==> config.mk <==
export PLATFORM = sky130hd
export DESIGN_NAME = dhcp_option_tag_search
export DESIGN_NICKNAME = d
export VERILOG_FILES = /design/src/rtl/core/dots_pkg.sv /design/src/rtl/core/dhcp_option_tag_search.sv
export SDC_FILE = /design/constraint.sdc
export NUM_CORES = 1
export LEC_CHECK = 0
export ABC_CLOCK_PERIOD_IN_PS = 9600
export BUFFER_PORTS_ARGS = -buffer_cell sky130_fd_sc_hd__clkbuf_2
export CORE_UTILIZATION = 61
export CTS_CLUSTER_DIAMETER = 60
export DETAILED_ROUTE_END_ITERATION = 12
export PLACE_DENSITY = 0.87
export RECOVER_POWER = 50
export SYNTH_ARGS = -nofsm -noshare
export SYNTH_HDL_FRONTEND = slang
export SYNTH_SLANG_ARGS = --single-unit
==> constraint.sdc <==
create_clock -name clk -period 9.6 [get_ports clk]
set_clock_uncertainty 0.15 [all_clocks]
set_input_delay 0.96 -clock clk [delete_from_list [all_inputs] [get_ports clk]]
set_output_delay 0.96 -clock clk [all_outputs]
set_load 0.02 [all_outputs]
==> src/rtl/core/dots_pkg.sv <==
// Shared types and constants for the DHCP option tag search block.
package dots_pkg;

  // Largest options block the search covers, in bytes
  localparam int MAX_BLOCK_BYTES = 1024;

  // Byte positions must hold the block size itself
  localparam int POS_W = $clog2(MAX_BLOCK_BYTES + 1);

  // Fixed field widths
  localparam int BYTE_W   = 8;
  localparam int TAG_W    = 16;
  localparam int BLEN_W   = 11;
  localparam int OFF_W    = 10;
  localparam int OLEN_W   = 9;
  localparam int STATUS_W = 3;
  localparam int CFG_IDX_W = 1;
  localparam int CFG_DATA_W = 16;

  // Packed widths of the stream groups, rounded up to whole bytes
  localparam int OUT_DATA_BITS = OFF_W + OLEN_W + 1 + OFF_W;
  localparam int OUT_DATA_W = ((OUT_DATA_BITS + 7) / 8) * 8;

  // One-byte option tags
  localparam logic [BYTE_W-1:0] TAG_PAD = 8'h00;
  localparam logic [BYTE_W-1:0] TAG_END = 8'hFF;

  // Configuration register indexes
  typedef enum logic [CFG_IDX_W-1:0] {
    REG_SEARCH_TAG   = 1'b0,
    REG_BLOCK_LENGTH = 1'b1
  } cfg_reg_t;

  // Search outcome codes
  typedef enum logic [STATUS_W-1:0] {
    ST_FOUND       = 3'd0,
    ST_PAD_REFUSED = 3'd1,
    ST_END_MARK    = 3'd2,
    ST_OVERRUN     = 3'd3,
    ST_EXHAUSTED   = 3'd4
  } status_t;

endpackage

==> src/rtl/core/dhcp_option_tag_search.sv <==
// Streaming search of a DHCP options block for one configured option tag.
//
// Bytes of an options block enter on the s_ group, one beat per byte, with
// s_tuser set on the first byte of a block. One beat is taken every clock; the
// parse state (phase, position, current option, encapsulation region) updates
// in the same cycle a byte is accepted, and the single result of a block
// leaves through one output register on the m_ group on the cycle after the
// byte that decides the search. The input stalls only while that output
// register holds a beat that the sink has not taken. search_tag is read live
// on each byte; block_length is sampled on the first byte of a block and
// limited to MAX_BLOCK_BYTES. A nonzero high byte of search_tag names an
// encapsulating option whose payload is then searched for the low byte.
module dhcp_option_tag_search (
  input  logic                               clk,
  input  logic                               rst,
  // configuration write port
  input  logic                               cfg_we,
  input  logic [dots_pkg::CFG_IDX_W-1:0]     cfg_index,
  input  logic [dots_pkg::CFG_DATA_W-1:0]    cfg_data,
  // byte input
  input  logic                               s_tvalid,
  output logic                               s_tready,
  input  logic [7:0]                         s_tdata,   // [7:0] data_byte
  input  logic [0:0]                         s_tuser,   // [0] block_start
  // result output
  output logic                               m_tvalid,
  input  logic                               m_tready,
  // [9:0] option_offset, [18:10] option_length, [19] encap_found,
  // [29:20] encapsulator_offset, [31:30] zero
  output logic [dots_pkg::OUT_DATA_W-1:0]    m_tdata,
  output logic [dots_pkg::STATUS_W-1:0]      m_tuser    // [2:0] status
);
  import dots_pkg::*;

  typedef enum logic [1:0] {
    PH_TAG  = 2'd0,
    PH_LEN  = 2'd1,
    PH_SKIP = 2'd2
  } phase_t;

  // configuration registers
  logic [TAG_W-1:0]  search_tag;
  logic [BLEN_W-1:0] block_length;

  // parse state
  phase_t             phase, phase_next;
  logic [POS_W-1:0]   byte_position, byte_position_next;
  logic [POS_W-1:0]   opt_start, opt_start_next;
  logic [BYTE_W-1:0]  cur_tag, cur_tag_next;
  logic [BYTE_W-1:0]  bytes_left, bytes_left_next;
  logic [POS_W-1:0]   region_end, region_end_next;
  logic               in_encap, in_encap_next;
  logic [OFF_W-1:0]   encap_pos, encap_pos_next;
  logic               finished, finished_next;

  // per-beat decision
  logic               in_fire;
  logic               res_fire;
  status_t            res_status;
  logic [OFF_W-1:0]   res_offset;
  logic [OLEN_W-1:0]  res_length;
  logic               done;
  logic               sought_ok;
  logic [POS_W-1:0]   start_region;
  logic [OLEN_W-1:0]  total;
  logic [BYTE_W-1:0]  data_byte;
  logic               block_start;

  assign data_byte   = s_tdata;
  assign block_start = s_tuser[0];
  assign s_tready    = !m_tvalid || m_tready;
  assign in_fire     = s_tvalid && s_tready;
  assign total       = OLEN_W'(data_byte) + OLEN_W'(2);

  // Clamp the sampled block length to the supported size
  assign start_region = (int'(block_length) < MAX_BLOCK_BYTES) ?
                        POS_W'(block_length) : POS_W'(MAX_BLOCK_BYTES);

  // Configuration writes
  always_ff @(posedge clk) begin
    if (rst) begin
      search_tag   <= '0;
      block_length <= '0;
    end else if (cfg_we) begin
      unique case (cfg_reg_t'(cfg_index))
        REG_SEARCH_TAG:   search_tag   <= cfg_data[TAG_W-1:0];
        REG_BLOCK_LENGTH: block_length <= cfg_data[BLEN_W-1:0];
        default: ;
      endcase
    end
  end

  // Parse one byte: next state and the result it decides, if any
  always_comb begin
    phase_next         = phase;
    byte_position_next = byte_position;
    opt_start_next     = opt_start;
    cur_tag_next       = cur_tag;
    bytes_left_next    = bytes_left;
    region_end_next    = region_end;
    in_encap_next      = in_encap;
    encap_pos_next     = encap_pos;
    finished_next      = finished;
    res_fire           = 1'b0;
    res_status         = ST_FOUND;
    res_offset         = '0;
    res_length         = '0;
    done               = 1'b0;
    sought_ok          = 1'b0;

    // Restart on the first byte of a block
    if (block_start) begin
      finished_next      = 1'b0;
      phase_next         = PH_TAG;
      byte_position_next = '0;
      opt_start_next     = '0;
      cur_tag_next       = '0;
      bytes_left_next    = '0;
      in_encap_next      = 1'b0;
      encap_pos_next     = '0;
      region_end_next    = start_region;
      if (search_tag == '0) begin
        res_fire   = 1'b1;
        res_status = ST_PAD_REFUSED;
        done       = 1'b1;
      end else if (start_region == '0) begin
        res_fire   = 1'b1;
        res_status = ST_EXHAUSTED;
        done       = 1'b1;
      end
    end

    if (!done && !finished_next) begin
      // The low tag byte matches only inside the encapsulator or when no encapsulator is named
      sought_ok = in_encap_next || (search_tag[15:8] == '0);
      byte_position_next = byte_position_next + POS_W'(1);
      unique case (phase_next)
        PH_LEN: begin
          if (int'(total) > int'(region_end_next) - int'(opt_start_next)) begin
            res_fire   = 1'b1;
            res_status = ST_OVERRUN;
            done       = 1'b1;
          end else if (sought_ok && cur_tag_next == search_tag[7:0]) begin
            res_fire   = 1'b1;
            res_status = ST_FOUND;
            res_offset = OFF_W'(opt_start_next);
            res_length = total;
            done       = 1'b1;
          end else if (!in_encap_next && search_tag[15:8] != '0 &&
                       cur_tag_next == search_tag[15:8]) begin
            // Enter the encapsulator: its payload becomes the region
            in_encap_next   = 1'b1;
            encap_pos_next  = OFF_W'(opt_start_next);
            region_end_next = POS_W'(int'(byte_position_next) + int'(data_byte));
            phase_next      = PH_TAG;
            done            = 1'b1;
            if (data_byte == '0) begin
              res_fire   = 1'b1;
              res_status = ST_EXHAUSTED;
            end
          end else begin
            bytes_left_next = data_byte;
            phase_next      = (data_byte != '0) ? PH_SKIP : PH_TAG;
          end
        end
        PH_SKIP: begin
          bytes_left_next = bytes_left_next - BYTE_W'(1);
          if (bytes_left_next == '0) begin
            phase_next = PH_TAG;
          end
        end
        default: begin
          phase_next     = PH_TAG;
          opt_start_next = byte_position;
          if (block_start) begin
            opt_start_next = '0;
          end
          cur_tag_next = data_byte;
          if (data_byte == TAG_END) begin
            res_fire = 1'b1;
            done     = 1'b1;
            if (sought_ok && search_tag[7:0] == TAG_END) begin
              res_status = ST_FOUND;
              res_offset = OFF_W'(opt_start_next);
              res_length = OLEN_W'(1);
            end else begin
              res_status = ST_END_MARK;
            end
          end else if (data_byte == TAG_PAD) begin
            if (sought_ok && search_tag[7:0] == TAG_PAD) begin
              res_fire   = 1'b1;
              res_status = ST_FOUND;
              res_offset = OFF_W'(opt_start_next);
              res_length = OLEN_W'(1);
              done       = 1'b1;
            end
          end else if (int'(region_end_next) - int'(opt_start_next) < 2) begin
            res_fire   = 1'b1;
            res_status = ST_OVERRUN;
            done       = 1'b1;
          end else begin
            phase_next = PH_LEN;
            done       = 1'b1;
          end
        end
      endcase

      // Region used up at an option boundary
      if (!done && phase_next == PH_TAG &&
          int'(byte_position_next) >= int'(region_end_next)) begin
        res_fire   = 1'b1;
        res_status = ST_EXHAUSTED;
      end
    end

    if (res_fire) begin
      finished_next = 1'b1;
    end
  end

  // Hold parse state; advance on each accepted beat
  always_ff @(posedge clk) begin
    if (rst) begin
      phase         <= PH_TAG;
      byte_position <= '0;
      opt_start     <= '0;
      cur_tag       <= '0;
      bytes_left    <= '0;
      region_end    <= '0;
      in_encap      <= 1'b0;
      encap_pos     <= '0;
      finished      <= 1'b1;
    end else if (in_fire) begin
      phase         <= phase_next;
      byte_position <= byte_position_next;
      opt_start     <= opt_start_next;
      cur_tag       <= cur_tag_next;
      bytes_left    <= bytes_left_next;
      region_end    <= region_end_next;
      in_encap      <= in_encap_next;
      encap_pos     <= encap_pos_next;
      finished      <= finished_next;
    end
  end

  // Output register: load a decided result, drop it once the sink takes it
  always_ff @(posedge clk) begin
    if (rst) begin
      m_tvalid <= 1'b0;
    end else if (in_fire && res_fire) begin
      m_tvalid <= 1'b1;
    end else if (m_tready) begin
      m_tvalid <= 1'b0;
    end
  end

  always_ff @(posedge clk) begin
    if (in_fire && res_fire) begin
      m_tuser <= res_status;
      m_tdata <= OUT_DATA_W'({(in_encap_next ? encap_pos_next : OFF_W'(0)),
                              in_encap_next, res_length, res_offset});
    end
  end

  // A decided result always leaves the search finished
  assert property (@(posedge clk) disable iff (rst)
    (in_fire && res_fire) |=> finished)
    else $error("search not finished after a result");

  // Only a match carries an offset or a length
  assert property (@(posedge clk) disable iff (rst)
    (m_tvalid && m_tuser != ST_FOUND) |-> (m_tdata[18:0] == '0))
    else $error("offset or length set on a non-match result");

  // A match always has a nonzero option length
  assert property (@(posedge clk) disable iff (rst)
    (m_tvalid && m_tuser == ST_FOUND) |-> (m_tdata[18:10] != '0))
    else $error("match with zero option length");

  // Encapsulator offset is zero unless the encapsulator was entered
  assert property (@(posedge clk) disable iff (rst)
    (m_tvalid && !m_tdata[19]) |-> (m_tdata[29:20] == '0))
    else $error("encapsulator offset without encapsulator");

  // Parse position never runs past the search region while searching
  assert property (@(posedge clk) disable iff (rst)
    !finished |-> (int'(byte_position) < int'(region_end)))
    else $error("byte position past region end during search");

endmodule
==> results by group <==
STA
  • Worst hold slack: 311 ps
  • Fin crit period: about 8100 ps
  • Worst-margin pin slew: 4320 ps
  • Tcrit/Tclk final: a little over four fifths
  • Max Transition Viols Final: 94
  • Setup TNS: 0 ps
  • Peak Freq: ~0.12 GHz
  • Endpoints failing hold: 0
  • RSZ-0062 raised after global routing: no
  • Setup violations, final: 0
  • Worst relative slew slack: -188%

Final layout
  • Storage cell area: between 2000 and 3000 um2
  • Layout Nets: around 1200
  • Antenna diode count: 0
  • Multi-input gate area: around 5400 um2
  • P&R area growth vs syn: 9.66%
  • Filler cell count: about 1100
  • Fin cells: around 1300
  • Most common cell after layout, fill and taps aside: nand2_1
  • Commonest non-fill, non-tap cells in the layout: nand2_1, nor2_1, dfxtp_1, a21oi_1, o21ai_0
  • Share of layout cells above drive strength 1: ~7.5%

Yosys
  • Asr flop ratio synth: 0%
  • Post-synth EDFFs: 33
  • Post-synthesis sequential area ratio: 32.4%
  • Yosys warning count: 0
  • Post-synth top flop: dfxtp_1
  • Netlist cell types: 85
  • Syn Area/Cell: 8.00 um2
  • Mapped Area: 8690 um2
  • #FFs+latches synth: 124
  • Cell count after synthesis: approximately 1100

Critical path
  • CP arrival: approximately 8000 ps
  • Critical setup path kind: in -> reg
  • CP max stage delay: about 700 ps
  • CP endpoint kind: flip-flop
  • WP buf/inv: 2
  • CP max stage cell: nor2_4
  • Crit path top cell by count: o21ai_0
  • Setup crit start kind: input pin
  • Delay-heaviest family, CP: simple AND/OR/NAND/NOR gates
  • Crit Path Max Fanout: 82
  • Worst path required time: ~9500 ps

Clock network
  • Post-CTS sizing: 0
  • Clock Sinks: around 120
  • Max clock buf depth: 2
  • TritonCTS clock tree: yes
  • CTS buffer count: 17
  • Clk slew on worst S/H paths: roughly 60 ps
  • Clk_lat worst skew: approximately 430 ps
  • Root buf cell: clkbuf_16
  • Setup bufs post-CTS: 0
  • Hold Buf Count CTS: 0
  • Htree depth: 4

Place
  • Post-DP HPWL: ~19 mm
  • RD Place Congestion: 1.10
  • # port buffers: 65
  • Placed Cells: approximately 1300

Route
  • Initial DRC Count: between 1000 and 1500
  • WL final: between 20 and 30 mm
  • DR WL met2: between 10 and 15 mm
  • Met3 WL: 3.67 mm
  • Pre-antenna DRT Iters: 8
  • Remaining DRCs: 0
  • Vias per inst: roughly 6.7
  • Total number of vias: just under 9000
  • Post-route ant nets: 0
  • Max layer used: met4
  • Drt wl/cell: 21.1 um
  • Met1 WL: around 11 mm

Run status
  • Status: finished with violations
  • Failing checks: max-capacitance violations, max-slew violations

Power and ir drop
  • Pwr Total: 1.63 mW
  • Pwr/cell area: approximately 170 nW/um2
  • Pleak: around 3.7 nW
  • Peak VDD IR: between 0.0001 and 0.00015 V

Global routing
  • Grt total ovfl: 0
  • Initial antenna violation count: 0
  • Largest net degree at the start of global routing: 94
  • GRT Total Usage: 38.3%
  • Vias in the first global route: roughly 8000
  • First-pass GRT wire length: approximately 43 mm

Die
  • Core box area: between 10000 and 15000 um2
  • Placement row count: 43
  • Num ports: slightly below 70
  • Chip width: approximately 120 um
  • Die area: around 15000 um2
  • Die Ht: roughly 120 um
  • Initial core utilization: a little over three fifths

Job
  • Max cap viols: 1

Worst hold path
  • HP Class: reg -> reg
[tightest hold or removal path, stage by stage, from the launching register on]
cell and delay [ps]:
dfxtp_1 310, nand2_1 50, a21oi_1 50
[final cells by class]
type | count | share of cell area, %
sequential | 124 | 29.5
inverter | 39 | 1.54
tap | 180 | 2.36
multi-input combinational | 857 | 56.5
clock inverter | 12 | 1.67
timing repair buffer | 74 | 3.61
clock buffer | 20 | 4.79
[cell families after synthesis]
group | share of synthesized area (%)
other | 0.0431
muxes | 2.78
and+or+nand+nor | 24.2
AOI/OAI and AO/OA | 21.6
buffers and inverters | 5.73
xor gates and xnor gates | 5.24
adders and majority gates | 8.06
DFF | 32.4
[worst paths after layout]
| check | start | to | slack [ps] | depth (start not counted) |
|---|---|---|---|---|
| setup / recovery | s_tuser | m_tdata[29] | 1500 | 30 |
| hold / removal | phase[0] | phase[0] | 310 | 2 |
| setup reg to reg | block_length[10] | m_tdata[29] | 1980 | 28 |
| hold reg to reg | phase[0] | phase[0] | 310 | 2 |
[cells in the mapped netlist (6+ instances only)]
| master | n | area [um2] |
|---|---|---|
| a211oi_1 | 14 | 105 |
| a21o_1 | 9 | 67.6 |
| a21oi_1 | 86 | 430 |
| a22oi_1 | 28 | 210 |
| a31oi_1 | 11 | 68.8 |
| a32oi_1 | 11 | 96.3 |
| buf_2 | 11 | 55.1 |
| buf_6 | 6 | 67.6 |
| clkbuf_1 | 40 | 150 |
| dfxtp_1 | 91 | 1820 |
| edfxtp_1 | 33 | 991 |
| ha_1 | 52 | 651 |
| inv_1 | 39 | 146 |
| mux2i_1 | 23 | 230 |
| nand2_1 | 144 | 541 |
| nand2b_1 | 21 | 131 |
| nand3_1 | 27 | 135 |
| nand3b_1 | 16 | 120 |
| nand4_1 | 9 | 56.3 |
| nor2_1 | 114 | 428 |
| nor2b_1 | 23 | 144 |
| nor3_1 | 26 | 130 |
| nor3b_1 | 6 | 45.0 |
| nor4_1 | 10 | 62.6 |
| o211ai_1 | 7 | 52.6 |
| o21a_1 | 8 | 60.1 |
| o21ai_0 | 56 | 280 |
| o21ai_1 | 9 | 45.0 |
| o22ai_1 | 8 | 50.1 |
| xnor2_1 | 29 | 254 |
| xor2_1 | 23 | 201 |
[where the power goes]
part           internal, mW  switching, mW
clock network         0.424          0.259
registers             0.566         0.0246
logic                 0.127          0.233
total                  1.12          0.516
[per-layer routing]
| layer | GRT usage (%) | up-vias |
|---|---|---|
| li1 | - | 3961 |
| met1 | 50.1 | 3963 |
| met2 | 55.9 | 672 |
| met3 | 11.7 | 126 |
| met4 | 20.9 | 0 |
| met5 | 0 | - |
[flip-flops by register name (all words and copies together) (netlist names)]
name and count:
cur_tag 8, m_tdata 30, m_tuser 3, bytes_left 8
block_length 11, search_tag 16, phase 2, finished 1
encap_pos 10, byte_position 11, opt_start 11, region_end 11
in_encap 1, m_tvalid 1
[through the flow]
| stage | instance area (um2) | utilization (%) | setup WS [ps] |
|---|---|---|---|
| global route | 9530 | 68.7 | 1040 |
| detailed placement | 8970 | 64.6 | 1300 |
| finish | 9530 | 68.7 | 1500 |
| CTS | 9590 | 69.1 | 1680 |
| global placement | 8970 | 64.6 | 1710 |
| floorplan | 8700 | - | 917 |
Note: power is estimated with default switching activity, not from simulation.
